File: config.mk
export PLATFORM = sky130hd
export DESIGN_NAME = phpa_unwrap
export DESIGN_NICKNAME = d
export VERILOG_FILES = /design/src/sv/phpa_pkg.sv /design/src/sv/phpa_unwrap.sv
export SDC_FILE = /design/constraint.sdc
export NUM_CORES = 1
export LEC_CHECK = 0
export BUFFER_PORTS_ARGS = -buffer_cell sky130_fd_sc_hd__buf_2
export CAP_MARGIN = 0
export CORE_MARGIN = 3
export CORE_UTILIZATION = 65
export DETAILED_ROUTE_END_ITERATION = 7
export PLACE_DENSITY = 0.95
export SLEW_MARGIN = 20
export SYNTH_ARGS = -nofsm -noshare
export SYNTH_HDL_FRONTEND = slang
export SYNTH_SLANG_ARGS = --single-unit
File: constraint.sdc
create_clock -name vclk -period 12.5
set_input_delay 2.5 -clock vclk [all_inputs]
set_output_delay 2.5 -clock vclk [all_outputs]
set_load 0.03 [all_outputs]
File: src/sv/phpa_pkg.sv
// Shared constants, types and helpers of the periodic halo pad addresser.
`timescale 1ns / 1ps

package phpa_pkg;

  // Tile geometry and word size.
  localparam int MaxRows  = 64;
  localparam int MaxCols  = 64;
  localparam int WordBits = 64;

  // Fixed field widths of the stream and configuration ports.
  localparam int RegW     = 7;
  localparam int CoordW   = 8;
  localparam int DataW    = 64;
  localparam int StatusW  = 2;
  localparam int InTdataW  = 80;   // row, col, data_in
  localparam int OutTdataW = 72;   // data_out, status, zero fill

  // Arithmetic width: holds coordinates, sizes, twice a halo and the size limits.
  localparam int CalcW    = 12;

  localparam int RowIdxW  = (MaxRows > 1) ? $clog2(MaxRows) : 1;
  localparam int ColIdxW  = (MaxCols > 1) ? $clog2(MaxCols) : 1;
  localparam int Depth    = MaxRows * MaxCols;
  localparam int AddrW    = (Depth > 1) ? $clog2(Depth) : 1;

  typedef logic [CalcW-1:0] calc_t;
  typedef logic [AddrW-1:0] addr_t;

  typedef enum logic {
    OpWrite = 1'b0,
    OpRead  = 1'b1
  } op_e;

  typedef enum logic [StatusW-1:0] {
    StatusOk    = 2'd0,
    StatusRange = 2'd1,
    StatusHalo  = 2'd2
  } status_e;

  typedef enum logic [1:0] {
    RegRows     = 2'd0,
    RegCols     = 2'd1,
    RegHaloRows = 2'd2,
    RegHaloCols = 2'd3
  } reg_idx_e;

  // Saturates a size register to the range 1..max.
  function automatic calc_t clamp_size(logic [RegW-1:0] v, int max);
    calc_t vx;
    calc_t mx;
    vx = CalcW'(v);
    mx = CalcW'(max);
    if (v == '0) begin
      return CalcW'(1);
    end else if (vx > mx) begin
      return mx;
    end
    return vx;
  endfunction

endpackage

File: src/sv/phpa_unwrap.sv
// Folds one padded coordinate back into the tile for a periodic halo.
`timescale 1ns / 1ps

module phpa_unwrap (
  input  phpa_pkg::calc_t p_i,   // padded coordinate, known below 2h + n
  input  phpa_pkg::calc_t n_i,   // tile size in use
  input  phpa_pkg::calc_t h_i,   // halo width
  output phpa_pkg::calc_t idx_o  // tile coordinate, below n
);
  import phpa_pkg::*;

  calc_t h_plus_n;

  assign h_plus_n = h_i + n_i;

  always_comb begin
    if (p_i < h_i) begin
      idx_o = n_i - h_i + p_i;          // leading halo takes the far edge
    end else if (p_i < h_plus_n) begin
      idx_o = p_i - h_i;                // body of the tile
    end else begin
      idx_o = p_i - h_plus_n;           // trailing halo takes the near edge
    end
  end

endmodule

## Word level (Yosys, flattened, before mapping)

Index checks and enable logic that the tools add are counted.

| storage, ports and cells | value |
|---|---|
| register bits | 0 |
| output and inout bits | 12 |

| cells by class | value |
|---|---|
| $add $sub $neg | 5 |
| order comparisons | 2 |
| mux-type cells | 2 |

Operator list:

| kind | count |
|---|---|
| 12-bit subtractor | 3 |
| 12-bit adder | 2 |
| 12-bit < comparator | 2 |
| 12-bit two-way mux | 2 |

## Logic depth before layout (Yosys ltp)

Gate-level depths: netlist of run 1.

| depth | value |
|---|---|
| word-level depth | 4 |
| mapped depth | 16 |
| depth with buffers taken out | 15 |

## Worst setup path after synthesis of run 1

No wires, ideal clock.

| timing path | value |
|---|---|
| kind | input to output |
| from | input n_i[0] |
| to | output idx_o[0] |
| arrival time | 6.170 ns |
| setup slack | 3.830 ns |
| stages | 16 |
| buffers on the path | 1 |
| path through | ha_1 -> fa_1 -> a21o_1 -> a21oi_1 -> o21ai_0 -> or4_1 -> nand2_1 -> xor2_1 -> ha_1 -> a21o_1 -> a21oi_1 -> o211ai_4 -> and2_1 -> buf_2 -> nor2_2 -> mux2i_1 |

| between the ends | value |
|---|---|
| word-level cells in the longest chain between the ends | 4 |
| elaborated cells between the ends (all ways) | 7 |
| those cells by class | add/sub: 4; order compare: 1; mux: 2 |

Ends and longest elaborated chain:

| element | RTL line | source |
|---|---|---|
| start, declared | phpa_unwrap.sv:6 | `input phpa_pkg::calc_t n_i,` |
| 12-bit adder | phpa_unwrap.sv:14 | `assign h_plus_n = h_i + n_i;` |
| 12-bit subtractor / 12-bit < comparator (equally long branches) | phpa_unwrap.sv:22, phpa_unwrap.sv:19 |  |
| 12-bit two-way mux | phpa_unwrap.sv:19 | `end else if (p_i < h_plus_n) begin` |
| 12-bit two-way mux (*) | phpa_unwrap.sv:17 | `if (p_i < h_i) begin` |
| end, declared | phpa_unwrap.sv:8 | `output phpa_pkg::calc_t idx_o` |

Every way passes the cells marked *; elsewhere a longest branch is shown, timed or not.

## Worst setup path in the final report of run 1

Ends and elaborated chain as after synthesis.

==> impl_results.html, run 1 <==
<table>
<tr><th>Metric</th><th>Value</th></tr>
<tr><th colspan="2">Run</th></tr>
<tr><td>Max Cap Violations</td><td>0</td></tr>
<tr><th colspan="2">Die</th></tr>
<tr><td>Overall die area</td><td>0.00523 mm^2</td></tr>
<tr><td>DIE HEIGHT</td><td>72.3 um</td></tr>
<tr><td>Floorplan die width</td><td>72.3 um</td></tr>
<tr><td>Count of boundary I/O pins</td><td>48</td></tr>
<tr><td>Initial core utilization</td><td>0.694</td></tr>
<tr><td>Cell row count</td><td>23</td></tr>
<tr><td>Core footprint</td><td>0.00412 mm^2</td></tr>
<tr><th colspan="2">Pwr</th></tr>
<tr><td>Internal power</td><td>123 uW</td></tr>
<tr><td>IR drop worst, VDD</td><td>64.3 uV</td></tr>
<tr><td>Sequential share of power</td><td>0</td></tr>
<tr><td>Fraction of power spent switching nets</td><td>0.624</td></tr>
<tr><td>Logic gate share of total power</td><td>1.000</td></tr>
<tr><td>Reported leakage power</td><td>1.66 nW</td></tr>
<tr><td>Power share of the clock group</td><td>0</td></tr>
<tr><td>Power density cells</td><td>104 mW/mm^2</td></tr>
<tr><td>Switching component of the power</td><td>204 uW</td></tr>
<tr><th colspan="2">Global routing</th></tr>
<tr><td>Antenna violations before repair</td><td>0</td></tr>
<tr><td>Remaining global-route overflow</td><td>0</td></tr>
<tr><td>Pin count of the biggest net entering global routing</td><td>14</td></tr>
<tr><td>First-pass GRT wire length</td><td>12900 um</td></tr>
<tr><td>Gr usage total</td><td>0.301</td></tr>
<tr><td>Number of global-route vias before repair</td><td>2922</td></tr>
<tr><th colspan="2">Worst setup path</th></tr>
<tr><td>CP top delay family</td><td>compound AO/OA/AOI/OAI gates</td></tr>
<tr><td>Maximum fanout along the worst path</td><td>8</td></tr>
<tr><td>Element type at the critical path start</td><td>input port</td></tr>
<tr><td>Endpoint class of the critical path</td><td>output pin</td></tr>
<tr><td>Origin of the worst setup path</td><td>n_i[0]</td></tr>
<tr><td>Number of logic stages on the critical path including buffering</td><td>17</td></tr>
<tr><td>Req. time, crit path</td><td>10000 ps</td></tr>
<tr><td>Cells along the critical path</td><td>buf_2 -&gt; ha_1 -&gt; fa_1 -&gt; a21o_1 -&gt; a21oi_1 -&gt; o21ai_0 -&gt; or4_1 -&gt; nand2_1 -&gt; xor2_1 -&gt; ha_1 -&gt; a21o_1 -&gt; a21oi_1 -&gt; o211ai_4 -&gt; and2_1 -&gt; nor2_2 -&gt; mux2i_1 -&gt; buf_2</td></tr>
<tr><td>Crit path capture</td><td>idx_o[0]</td></tr>
<tr><td>CP max-delay cell</td><td>or4_1</td></tr>
<tr><td>Type of the worst setup path</td><td>in -&gt; out</td></tr>
<tr><td>Data arrival time of the critical path</td><td>6470 ps</td></tr>
<tr><td>Buffers plus inverters on the worst setup path</td><td>2</td></tr>
<tr><td>Delay of the slowest critical-path stage</td><td>440 ps</td></tr>
<tr><th colspan="2">Cells and area</th></tr>
<tr><td>Fraction of final layout cells sized beyond drive strength 1</td><td>0.145</td></tr>
<tr><td>Area of combinational cells with multiple inputs</td><td>0.00258 mm^2</td></tr>
<tr><td>Synth-to-layout area growth</td><td>9.42%</td></tr>
<tr><td>Total area of sequential cells</td><td>0 um^2</td></tr>
<tr><td>Count of clock-net buffers in the final layout</td><td>0</td></tr>
<tr><td>Most frequent standard cell in the layout excluding fill and tap cells</td><td>inv_1</td></tr>
<tr><td>Post-Layout Inst Area</td><td>0.00313 mm^2</td></tr>
<tr><td>Sequential cell count</td><td>0</td></tr>
<tr><td>Fillers</td><td>323</td></tr>
<tr><td>Top library cells by usage in the layout, fill and taps aside</td><td>inv_1 (65), buf_2 (48), ha_1 (47), a21oi_1 (36), nor2_1 (24)</td></tr>
<tr><td>N_diodes</td><td>0</td></tr>
<tr><td>Number of nets in the finished design</td><td>533</td></tr>
<tr><th colspan="2">Timing</th></tr>
<tr><td>Final period util</td><td>0.718</td></tr>
<tr><td>Tmin final</td><td>8970 ps</td></tr>
<tr><td>RSZ-0062 raised after global routing</td><td>no</td></tr>
<tr><td>Final Max Slew Viols</td><td>0</td></tr>
<tr><td>Worst slew margin</td><td>0.400</td></tr>
<tr><td>Final setup vio count</td><td>0</td></tr>
<tr><td>Final hold violation count</td><td>0</td></tr>
<tr><td>Worst-margin pin slew</td><td>900 ps</td></tr>
<tr><td>Setup Total Neg Slack</td><td>0 ps</td></tr>
<tr><td>Achievable Freq</td><td>111 MHz</td></tr>
<tr><th colspan="2">Place</th></tr>
<tr><td>Final weighted congestion in routability-driven placement</td><td>0.910</td></tr>
<tr><td>Placed instance area</td><td>0.00313 mm^2</td></tr>
<tr><td>Port bufs</td><td>48</td></tr>
<tr><td>Dpl hpwl</td><td>6670 um</td></tr>
<tr><th colspan="2">Yosys</th></tr>
<tr><td>Number of instances in the synthesized netlist</td><td>391</td></tr>
<tr><td>Yosys Warn Count</td><td>0</td></tr>
<tr><td>Average cell area after synthesis</td><td>7.31 um^2</td></tr>
<tr><td>Sequential area share after synthesis</td><td>0</td></tr>
<tr><td>Net count after synthesis</td><td>488</td></tr>
<tr><td>Number of distinct library cells after synthesis</td><td>59</td></tr>
<tr><td>Cell area after synthesis</td><td>0.00286 mm^2</td></tr>
<tr><th colspan="2">Worst hold path</th></tr>
<tr><td>Worst Min Path Start</td><td>h_i[0]</td></tr>
<tr><td>Class of the worst hold path</td><td>in -&gt; out</td></tr>
<tr><th colspan="2">Detailed routing</th></tr>
<tr><td>Remaining design rule violation count</td><td>0</td></tr>
<tr><td>First-iteration detailed-routing DRC count</td><td>301</td></tr>
<tr><td>Overall routed net length</td><td>7670 um</td></tr>
<tr><td>WL per Instance</td><td>15.8 um</td></tr>
<tr><td>Post-DR vias/cell</td><td>6.41</td></tr>
<tr><td>Length of the first detailed-routing pass in iterations</td><td>6</td></tr>
<tr><td>Vias post-DR</td><td>3102</td></tr>
<tr><td>Final antenna-violating net count</td><td>0</td></tr>
<tr><th colspan="2">Clock tree</th></tr>
<tr><td>Number of setup buffers added after CTS</td><td>0</td></tr>
<tr><td>Count of cells resized by post-cts repair</td><td>0</td></tr>
<tr><td>Hold Buf Count CTS</td><td>0</td></tr>
<tr><th colspan="2">Status</th></tr>
<tr><td>Result of the run</td><td>complete, no violations</td></tr>
</table>
metal layers:
layer  global-route usage  wire length, um  share of wire  vias to the layer above
met5                    0                0              0                        -
met2                0.512             3610           0.47                      153
li1                     -                -              -                     1491
met3               0.0402              733          0.096                       21
met1                0.408             3170           0.41                     1437
met4               0.0605              159          0.021                        0
worst min-delay path by stage:
stage                          end  depth (start not counted)
after detailed placement  idx_o[0]                          4
after CTS                 idx_o[0]                          4
after global routing      idx_o[0]                          4
after global placement    idx_o[0]                          4
after floorplan           idx_o[0]                          2
final                     idx_o[0]                          4
metrics by stage:
stage,power (mW),instances,setup slack [ps],util,hold slack [ps]
floorplan,0.245,391,3830,-,5310
finish,0.327,484,3530,0.760,5460
CTS,0.319,484,3560,0.760,5460
global placement,0.306,484,3710,0.760,5450
detailed placement,0.318,484,3570,0.760,5460
global route,0.357,484,3160,0.760,5490
power groups by stage:
stage | Clock [mW] | Combinational (mW) | Sequential (mW)
3_3_place_gp | 0 | 0.306 | 0
5_1_grt | 0 | 0.357 | 0
3_5_place_dp | 0 | 0.318 | 0
6_report | 0 | 0.327 | 0
4_1_cts | 0 | 0.319 | 0
2_1_floorplan | 0 | 0.245 | 0
cells in the mapped netlist, types with 2 or more instances:
library cell / instances / area share
nor2_1: 24 / 0.032
nand2_1: 22 / 0.029
buf_2: 2 / 0.0035
a21oi_1: 36 / 0.063
o31ai_1: 5 / 0.013
and4_1: 2 / 0.0061
inv_1: 65 / 0.085
xor2_1: 16 / 0.049
a31oi_1: 5 / 0.011
o22ai_1: 3 / 0.0066
o2111a_1: 2 / 0.0079
nor4_1: 4 / 0.0088
nor2_2: 2 / 0.0044
nand2b_1: 5 / 0.011
or4_1: 4 / 0.011
fa_1: 14 / 0.098
o211ai_1: 4 / 0.011
mux2i_1: 5 / 0.018
a311oi_2: 2 / 0.011
ha_1: 47 / 0.21
nand3_1: 3 / 0.0053
o21a_1: 8 / 0.021
a21o_1: 12 / 0.032
xnor2_1: 16 / 0.049
or3_1: 4 / 0.0088
o311ai_0: 2 / 0.0061
nor3_1: 13 / 0.023
a211oi_1: 4 / 0.011
nand4_1: 2 / 0.0044
nor2b_1: 5 / 0.011
o21bai_1: 2 / 0.0053
and3_1: 5 / 0.011
o21ai_0: 18 / 0.032
and2_1: 3 / 0.0066
cells by family after synthesis:
family | Yosys count | share of synthesized area
compound gates | 116 | 0.283
simple gates | 107 | 0.200
buf+inv | 70 | 0.0972
fa+ha+maj | 61 | 0.304
xor+xnor | 32 | 0.0981
mux | 5 | 0.0175
tightest hold or removal path, stage by stage:
cell,delay [ps]
buf_2,100
ha_1,130
mux2i_1,60
buf_2,170
final cells by class:
cell class | count | area share
inverters | 65 | 0.0781
repair buffers | 48 | 0.0769
multi-input cells | 321 | 0.825
well taps | 50 | 0.0200
(Power assumes the default switching activity.)
==> run 2: changes to the inputs <==
--- a/config.mk
+++ b/config.mk
@@ -5,12 +5,13 @@
 export SDC_FILE = /design/constraint.sdc
 export NUM_CORES = 1
 export LEC_CHECK = 0
+export ABC_AREA = 1
 export BUFFER_PORTS_ARGS = -buffer_cell sky130_fd_sc_hd__buf_2
 export CAP_MARGIN = 0
 export CORE_MARGIN = 3
-export CORE_UTILIZATION = 65
+export CORE_UTILIZATION = 55
 export DETAILED_ROUTE_END_ITERATION = 7
-export PLACE_DENSITY = 0.95
+export PLACE_DENSITY = 0.9
 export SLEW_MARGIN = 20
 export SYNTH_ARGS = -nofsm -noshare
 export SYNTH_HDL_FRONTEND = slang
==> constraint.sdc (replaced) <==
create_clock -name vclk -period 8
set_input_delay 1.6 -clock vclk [all_inputs]
set_output_delay 1.6 -clock vclk [all_outputs]
set_load 0.03 [all_outputs]
==> impl_results.html, run 2 <==
<table>
<tr><th>Metric</th><th>Value</th></tr>
<tr><th colspan="2">Global routing</th></tr>
<tr><td>M3 GR Usage</td><td>0.0146 (was 0.0402)</td></tr>
<tr><td>Routing usage on met1</td><td>0.354 (was 0.408)</td></tr>
<tr><td>Antenna violations before repair</td><td>0 (unchanged)</td></tr>
<tr><td>Remaining global-route overflow</td><td>0 (unchanged)</td></tr>
<tr><td>First-pass GRT wire length</td><td>13700 um (was 12900 um)</td></tr>
<tr><td>Pin count of the biggest net entering global routing</td><td>17 (was 14)</td></tr>
<tr><td>Most Used Layer, Global Route</td><td>met2 (unchanged)</td></tr>
<tr><td>Number of global-route vias before repair</td><td>3204 (was 2922)</td></tr>
<tr><td>Gr usage total</td><td>0.262 (was 0.301)</td></tr>
<tr><td>Grt met2 use</td><td>0.462 (was 0.512)</td></tr>
<tr><th colspan="2">Worst setup path</th></tr>
<tr><td>Data arrival time of the critical path</td><td>4690 ps (was 6470 ps)</td></tr>
<tr><td>CP max-delay cell</td><td>ha_1 (was or4_1)</td></tr>
<tr><td>Buffers plus inverters on the worst setup path</td><td>3 (was 2)</td></tr>
<tr><td>Delay of the slowest critical-path stage</td><td>350 ps (was 440 ps)</td></tr>
<tr><td>Type of the worst setup path</td><td>in -&gt; out (unchanged)</td></tr>
<tr><td>CP top delay family</td><td>compound AO/OA/AOI/OAI gates (unchanged)</td></tr>
<tr><td>Most used cell along the critical path</td><td>a21oi_1</td></tr>
<tr><td>Endpoint class of the critical path</td><td>output pin (unchanged)</td></tr>
<tr><td>Cells along the critical path</td><td>buf_2 -&gt; ha_1 -&gt; a21oi_1 -&gt; nand2_1 -&gt; a21oi_1 -&gt; o21ai_0 -&gt; xor2_1 -&gt; ha_1 -&gt; a21o_1 -&gt; a21oi_1 -&gt; nand3_2 -&gt; inv_2 -&gt; nand2_1 -&gt; a31oi_4 -&gt; buf_2 (was buf_2 -&gt; ha_1 -&gt; fa_1 -&gt; a21o_1 -&gt; a21oi_1 -&gt; o21ai_0 -&gt; or4_1 -&gt; nand2_1 -&gt; xor2_1 -&gt; ha_1 -&gt; a21o_1 -&gt; a21oi_1 -&gt; o211ai_4 -&gt; and2_1 -&gt; nor2_2 -&gt; mux2i_1 -&gt; buf_2)</td></tr>
<tr><td>Maximum fanout along the worst path</td><td>13 (was 8)</td></tr>
<tr><td>Element type at the critical path start</td><td>input port (unchanged)</td></tr>
<tr><td>Req. time, crit path</td><td>6400 ps (was 10000 ps)</td></tr>
<tr><th colspan="2">Timing</th></tr>
<tr><td>Final period util</td><td>0.786</td></tr>
<tr><td>Final setup vio count</td><td>0 (unchanged)</td></tr>
<tr><td>Worst-case hold slack</td><td>3760 ps (was 5460 ps)</td></tr>
<tr><td>Tmin final</td><td>6290 ps</td></tr>
<tr><td>Worst-margin pin slew</td><td>330 ps (was 900 ps)</td></tr>
<tr><td>Final hold violation count</td><td>0 (unchanged)</td></tr>
<tr><td>Worst slew margin</td><td>0.777 (was 0.400)</td></tr>
<tr><td>Setup Total Neg Slack</td><td>0 ps (unchanged)</td></tr>
<tr><td>RSZ-0062 raised after global routing</td><td>no (unchanged)</td></tr>
<tr><td>Final Max Slew Viols</td><td>0 (unchanged)</td></tr>
<tr><td>Post-layout worst setup margin</td><td>1710 ps (was 3530 ps)</td></tr>
<tr><td>Achievable Freq</td><td>159 MHz</td></tr>
<tr><th colspan="2">Cells and area</th></tr>
<tr><td>Number of nets in the finished design</td><td>665 (was 533)</td></tr>
<tr><td>Post-Layout Inst Area</td><td>0.00332 mm^2 (was 0.00313 mm^2)</td></tr>
<tr><td>Fraction of final layout cells sized beyond drive strength 1</td><td>0.111 (was 0.145)</td></tr>
<tr><td>Cell Count, Final, Fillers Out</td><td>636 (was 484)</td></tr>
<tr><td>Area of combinational cells with multiple inputs</td><td>0.00254 mm^2 (was 0.00258 mm^2)</td></tr>
<tr><td>Most frequent standard cell in the layout excluding fill and tap cells</td><td>nand2_1 (was inv_1)</td></tr>
<tr><td>Core utilization of the finished layout</td><td>0.638 (was 0.760)</td></tr>
<tr><td>Fillers</td><td>498 (was 323)</td></tr>
<tr><td>Synth-to-layout area growth</td><td>9.72% (was 9.42%)</td></tr>
<tr><td>Total area of sequential cells</td><td>0 um^2 (unchanged)</td></tr>
<tr><td>Top library cells by usage in the layout, fill and taps aside</td><td>nand2_1 (143), inv_1 (116), nand3_1 (58), buf_2 (48), ha_1 (47) (was inv_1 (65), buf_2 (48), ha_1 (47), a21oi_1 (36), nor2_1 (24))</td></tr>
<tr><td>Count of clock-net buffers in the final layout</td><td>0 (unchanged)</td></tr>
<tr><td>N_diodes</td><td>0 (unchanged)</td></tr>
<tr><td>Sequential cell count</td><td>0 (unchanged)</td></tr>
<tr><th colspan="2">Die</th></tr>
<tr><td>Core footprint</td><td>0.00520 mm^2 (was 0.00412 mm^2)</td></tr>
<tr><td>Overall die area</td><td>0.00642 mm^2 (was 0.00523 mm^2)</td></tr>
<tr><td>Initial core utilization</td><td>0.581 (was 0.694)</td></tr>
<tr><td>DIE HEIGHT</td><td>80.2 um (was 72.3 um)</td></tr>
<tr><td>Count of boundary I/O pins</td><td>48 (unchanged)</td></tr>
<tr><td>Cell row count</td><td>26 (was 23)</td></tr>
<tr><td>Floorplan die width</td><td>80.2 um (was 72.3 um)</td></tr>
<tr><th colspan="2">Clock tree</th></tr>
<tr><td>Number of setup buffers added after CTS</td><td>0 (unchanged)</td></tr>
<tr><td>Hold Buf Count CTS</td><td>0 (unchanged)</td></tr>
<tr><td>Count of cells resized by post-cts repair</td><td>0 (unchanged)</td></tr>
<tr><th colspan="2">Yosys</th></tr>
<tr><td>Number of distinct library cells after synthesis</td><td>33 (was 59)</td></tr>
<tr><td>Synth top area share</td><td>0.194 (was 0.206)</td></tr>
<tr><td>Yosys Warn Count</td><td>0 (unchanged)</td></tr>
<tr><td>Sequential area share after synthesis</td><td>0 (unchanged)</td></tr>
<tr><td>Net count after synthesis</td><td>618 (was 488)</td></tr>
<tr><td>Library cell occupying the most area in the post-synthesis netlist</td><td>ha_1 (unchanged)</td></tr>
<tr><td>Number of instances in the synthesized netlist</td><td>521 (was 391)</td></tr>
<tr><td>Average cell area after synthesis</td><td>5.80 um^2 (was 7.31 um^2)</td></tr>
<tr><td>Count leader, synth</td><td>nand2_1 (was inv_1)</td></tr>
<tr><td>Cell types with the highest counts after synthesis</td><td>nand2_1 (143), inv_1 (116), nand3_1 (58), ha_1 (47), nor2_1 (32) (was inv_1 (65), ha_1 (47), a21oi_1 (36), nor2_1 (24), nand2_1 (22))</td></tr>
<tr><td>Main area contributors after synthesis</td><td>ha_1 (19%), nand2_1 (18%), inv_1 (14%) (was ha_1 (21%), fa_1 (9.8%), inv_1 (8.5%))</td></tr>
<tr><td>Cell area after synthesis</td><td>0.00302 mm^2 (was 0.00286 mm^2)</td></tr>
<tr><th colspan="2">Pwr</th></tr>
<tr><td>IR drop worst, VDD</td><td>124 uV (was 64.3 uV)</td></tr>
<tr><td>Tot Pwr</td><td>492 uW (was 327 uW)</td></tr>
<tr><td>Power density cells</td><td>148 mW/mm^2 (was 104 mW/mm^2)</td></tr>
<tr><td>Reported leakage power</td><td>2.06 nW (was 1.66 nW)</td></tr>
<tr><th colspan="2">Detailed routing</th></tr>
<tr><td>Overall routed net length</td><td>8310 um (was 7670 um)</td></tr>
<tr><td>First-iteration detailed-routing DRC count</td><td>239 (was 301)</td></tr>
<tr><td>Final antenna-violating net count</td><td>0 (unchanged)</td></tr>
<tr><td>Post-DR vias/cell</td><td>5.41 (was 6.41)</td></tr>
<tr><td>Length of the first detailed-routing pass in iterations</td><td>5 (was 6)</td></tr>
<tr><td>Remaining design rule violation count</td><td>0 (unchanged)</td></tr>
<tr><td>WL per Instance</td><td>13.1 um (was 15.8 um)</td></tr>
<tr><td>Vias post-DR</td><td>3438 (was 3102)</td></tr>
<tr><th colspan="2">Place</th></tr>
<tr><td>Final weighted congestion in routability-driven placement</td><td>0.952 (was 0.910)</td></tr>
<tr><td>Placed insts</td><td>636 (was 484)</td></tr>
<tr><td>Port bufs</td><td>48 (unchanged)</td></tr>
<tr><td>Placed instance area</td><td>0.00332 mm^2 (was 0.00313 mm^2)</td></tr>
<tr><td>Dpl hpwl</td><td>7350 um (was 6670 um)</td></tr>
<tr><td>Minimum setup slack after placement</td><td>1740 ps (was 3570 ps)</td></tr>
<tr><th colspan="2">Status</th></tr>
<tr><td>Result of the run</td><td>complete, no violations (unchanged)</td></tr>
<tr><th colspan="2">Run</th></tr>
<tr><td>Max Cap Violations</td><td>0 (unchanged)</td></tr>
<tr><th colspan="2">Worst hold path</th></tr>
<tr><td>Class of the worst hold path</td><td>in -&gt; out (unchanged)</td></tr>
</table>
## run 2: cell types whose count changed in the layout (fill, tap and decap cells not counted), sizes merged, moves of 11 or more
| cell | change |
|---|---|
| inv | +54 |
| nor3 | -11 |
| nand2 | +124 |
| nand3 | +57 |
## run 2: power by group
group	leakage (nW)	total [mW]	switching [mW]	internal (mW)
Combinational	2.06	0.492	0.323	0.169
Clock	0	0	0	0
Sequential	0	0	0	0
Total	2.06	0.492	0.323	0.169
## run 2: final timing paths
check       end  depth (start not counted)   start
max    idx_o[4]                         15  h_i[2]
min    idx_o[0]                          6  h_i[0]
## run 2: kinds of logic (layout without fill, tap and decap cells)
| group | after synthesis | in the layout | share of synthesized area |
|---|---|---|---|
| simple gates | 257 | 257 | 0.368 |
| compound gates | 57 | 57 | 0.115 |
| buf+inv | 122 | 167 | 0.160 |
| fa+ha+maj | 61 | 61 | 0.287 |
| xor+xnor | 24 | 24 | 0.0695 |
## run 2: routing by layer
layer	part of all wire	routed length (um)
met5	0	0
met1	0.46	3800
met2	0.46	3840
met3	0.064	533
met4	0.016	131
## run 2: layout make-up
cell class | instances | area share
Multi-Input combinational cell | 399 | 0.766
Inverter | 119 | 0.135
Timing Repair Buffer | 48 | 0.0724
Tap cell | 70 | 0.0264
==> run 3: changes to the inputs <==
--- a/config.mk
+++ b/config.mk
@@ -9,9 +9,9 @@
 export BUFFER_PORTS_ARGS = -buffer_cell sky130_fd_sc_hd__buf_2
 export CAP_MARGIN = 0
 export CORE_MARGIN = 3
-export CORE_UTILIZATION = 55
+export CORE_UTILIZATION = 61
 export DETAILED_ROUTE_END_ITERATION = 7
-export PLACE_DENSITY = 0.9
+export PLACE_DENSITY = 0.94
 export SLEW_MARGIN = 20
 export SYNTH_ARGS = -nofsm -noshare
 export SYNTH_HDL_FRONTEND = slang
==> constraint.sdc (replaced) <==
create_clock -name vclk -period 6.4
set_input_delay 1.28 -clock vclk [all_inputs]
set_output_delay 1.28 -clock vclk [all_outputs]
set_load 0.03 [all_outputs]
==> impl_results.html, run 3 (same netlist as run 2, synthesis figures left out) <==
<table>
<tr><th>Metric</th><th>Value</th></tr>
<tr><th colspan="2">Pwr</th></tr>
<tr><td>Switching component of the power</td><td>413 uW (was 323 uW)</td></tr>
<tr><td>Fraction of power spent switching nets</td><td>0.661 (was 0.656)</td></tr>
<tr><td>Logic gate share of total power</td><td>1.000 (about the same)</td></tr>
<tr><td>IR drop worst, VDD</td><td>157 uV (was 124 uV)</td></tr>
<tr><td>Power density cells</td><td>189 mW/mm^2 (was 148 mW/mm^2)</td></tr>
<tr><td>Internal power</td><td>212 uW (was 169 uW)</td></tr>
<tr><td>Sequential share of power</td><td>0 (about the same)</td></tr>
<tr><td>Power share of the clock group</td><td>0 (about the same)</td></tr>
<tr><td>Reported leakage power</td><td>2.06 nW (unchanged)</td></tr>
<tr><th colspan="2">Timing</th></tr>
<tr><td>Final setup vio count</td><td>0 (unchanged)</td></tr>
<tr><td>Worst slew margin</td><td>0.778 (was 0.777)</td></tr>
<tr><td>Final Max Slew Viols</td><td>0 (unchanged)</td></tr>
<tr><td>RSZ-0062 raised after global routing</td><td>no (unchanged)</td></tr>
<tr><td>Tmin final</td><td>5760 ps</td></tr>
<tr><td>Final period util</td><td>0.900</td></tr>
<tr><td>Setup Total Neg Slack</td><td>0 ps (unchanged)</td></tr>
<tr><td>Worst-case hold slack</td><td>3140 ps (was 3760 ps)</td></tr>
<tr><td>Achievable Freq</td><td>174 MHz</td></tr>
<tr><td>Worst-margin pin slew</td><td>330 ps (about the same)</td></tr>
<tr><td>Final hold violation count</td><td>0 (unchanged)</td></tr>
<tr><th colspan="2">Cells and area</th></tr>
<tr><td>Post-Layout Inst Area</td><td>0.00331 mm^2 (was 0.00332 mm^2)</td></tr>
<tr><td>Sequential cell count</td><td>0 (unchanged)</td></tr>
<tr><td>Total area of sequential cells</td><td>0 um^2 (unchanged)</td></tr>
<tr><td>Fillers</td><td>401 (was 498)</td></tr>
<tr><td>Synth-to-layout area growth</td><td>9.52% (was 9.72%)</td></tr>
<tr><td>Number of nets in the finished design</td><td>665 (unchanged)</td></tr>
<tr><td>Area of combinational cells with multiple inputs</td><td>0.00254 mm^2 (unchanged)</td></tr>
<tr><td>Count of clock-net buffers in the final layout</td><td>0 (unchanged)</td></tr>
<tr><td>Fraction of final layout cells sized beyond drive strength 1</td><td>0.111 (unchanged)</td></tr>
<tr><td>Most frequent standard cell in the layout excluding fill and tap cells</td><td>nand2_1 (unchanged)</td></tr>
<tr><td>N_diodes</td><td>0 (unchanged)</td></tr>
<tr><td>Top library cells by usage in the layout, fill and taps aside</td><td>nand2_1 (143), inv_1 (116), nand3_1 (58), buf_2 (48), ha_1 (47) (unchanged)</td></tr>
<tr><th colspan="2">Die</th></tr>
<tr><td>Cell row count</td><td>24 (was 26)</td></tr>
<tr><td>Floorplan die width</td><td>76.4 um (was 80.2 um)</td></tr>
<tr><td>DIE HEIGHT</td><td>76.4 um (was 80.2 um)</td></tr>
<tr><td>Initial core utilization</td><td>0.663 (was 0.581)</td></tr>
<tr><td>Count of boundary I/O pins</td><td>48 (unchanged)</td></tr>
<tr><td>Core footprint</td><td>0.00456 mm^2 (was 0.00520 mm^2)</td></tr>
<tr><td>Overall die area</td><td>0.00584 mm^2 (was 0.00642 mm^2)</td></tr>
<tr><th colspan="2">Global routing</th></tr>
<tr><td>Remaining global-route overflow</td><td>0 (unchanged)</td></tr>
<tr><td>Pin count of the biggest net entering global routing</td><td>17 (unchanged)</td></tr>
<tr><td>First-pass GRT wire length</td><td>14700 um (was 13700 um)</td></tr>
<tr><td>Gr usage total</td><td>0.294 (was 0.262)</td></tr>
<tr><td>Number of global-route vias before repair</td><td>3392 (was 3204)</td></tr>
<tr><td>Antenna violations before repair</td><td>0 (unchanged)</td></tr>
<tr><th colspan="2">Detailed routing</th></tr>
<tr><td>WL per Instance</td><td>13.8 um (was 13.1 um)</td></tr>
<tr><td>Post-DR vias/cell</td><td>5.55 (was 5.41)</td></tr>
<tr><td>Final antenna-violating net count</td><td>0 (unchanged)</td></tr>
<tr><td>Length of the first detailed-routing pass in iterations</td><td>6 (was 5)</td></tr>
<tr><td>Vias post-DR</td><td>3505 (was 3438)</td></tr>
<tr><td>Remaining design rule violation count</td><td>0 (unchanged)</td></tr>
<tr><td>First-iteration detailed-routing DRC count</td><td>302 (was 239)</td></tr>
<tr><td>Overall routed net length</td><td>8720 um (was 8310 um)</td></tr>
<tr><th colspan="2">Clock tree</th></tr>
<tr><td>Count of cells resized by post-cts repair</td><td>0 (unchanged)</td></tr>
<tr><td>Number of setup buffers added after CTS</td><td>0 (unchanged)</td></tr>
<tr><td>Hold Buf Count CTS</td><td>0 (unchanged)</td></tr>
<tr><th colspan="2">Worst hold path</th></tr>
<tr><td>Number of cells on the worst hold path</td><td>5 (was 6)</td></tr>
<tr><td>Class of the worst hold path</td><td>in -&gt; out (unchanged)</td></tr>
<tr><th colspan="2">Place</th></tr>
<tr><td>Dpl hpwl</td><td>7490 um (was 7350 um)</td></tr>
<tr><td>Placed instance area</td><td>0.00331 mm^2 (was 0.00332 mm^2)</td></tr>
<tr><td>Final weighted congestion in routability-driven placement</td><td>0.983 (was 0.952)</td></tr>
<tr><td>Port bufs</td><td>48 (unchanged)</td></tr>
<tr><th colspan="2">Worst setup path</th></tr>
<tr><td>Type of the worst setup path</td><td>in -&gt; out (unchanged)</td></tr>
<tr><td>Maximum fanout along the worst path</td><td>13 (unchanged)</td></tr>
<tr><td>Data arrival time of the critical path</td><td>4480 ps (was 4690 ps)</td></tr>
<tr><td>Req. time, crit path</td><td>5120 ps (was 6400 ps)</td></tr>
<tr><td>Endpoint class of the critical path</td><td>output pin (unchanged)</td></tr>
<tr><td>Element type at the critical path start</td><td>input port (unchanged)</td></tr>
<tr><th colspan="2">Status</th></tr>
<tr><td>Result of the run</td><td>complete, no violations (unchanged)</td></tr>
<tr><th colspan="2">Run</th></tr>
<tr><td>Max Cap Violations</td><td>0 (unchanged)</td></tr>
</table>
[run 3: cell counts in the layout (fill, tap and decap cells not counted)]
Identical to the previous run, type by type.
[run 3: cell type report]
cell class,count,share of cell area
inverter,119,0.136
tap,65,0.0246
multi-input combinational,399,0.767
timing repair buffer,48,0.0725
[run 3: per-stage QoR]
| stage | utilization | cells | total power, mW | setup slack (ps) |
|---|---|---|---|---|
| final | 0.726 | 631 | 0.625 | 637 |
| after global routing | 0.726 | 631 | 0.692 | 442 |
| after CTS | 0.726 | 631 | 0.612 | 700 |
| after detailed placement | 0.726 | 631 | 0.608 | 719 |
| after global placement | 0.726 | 631 | 0.593 | 780 |
| after floorplan | - | 521 | 0.467 | 1370 |
[run 3: power by group through the flow]
| stage | Sequential [mW] | Combinational (mW) | Clock (mW) |
|---|---|---|---|
| floorplan | 0 | 0.467 | 0 |
| finish | 0 | 0.625 | 0 |
| detailed placement | 0 | 0.608 | 0 |
| CTS | 0 | 0.612 | 0 |
| global route | 0 | 0.692 | 0 |
| global placement | 0 | 0.593 | 0 |
[run 3: worst paths after layout]
check / slack (ps) / from / to
min: 3140 / p_i[0] / idx_o[0]
max: 640 / n_i[2] / idx_o[7]
[run 3: layer usage]
metal | vias to the layer above | wire length, um | track usage
met2 | 188 | 4160 | 0.514
met3 | 14 | 893 | 0.0355
met1 | 1566 | 3630 | 0.396
li1 | 1737 | - | -
met4 | 0 | 38 | 0.0362
met5 | - | 0 | 0
[run 3: critical path, stage by stage]
cell,delay [ps]
buf_2,110
ha_1,360
a21oi_1,160
nand2_1,120
a21oi_1,300
o21ai_0,160
xor2_1,220
ha_1,320
a21o_1,210
a21oi_1,150
nand3_2,270
inv_2,300
nand3_1,140
nand3_1,110
o21ai_1,80
buf_2,190
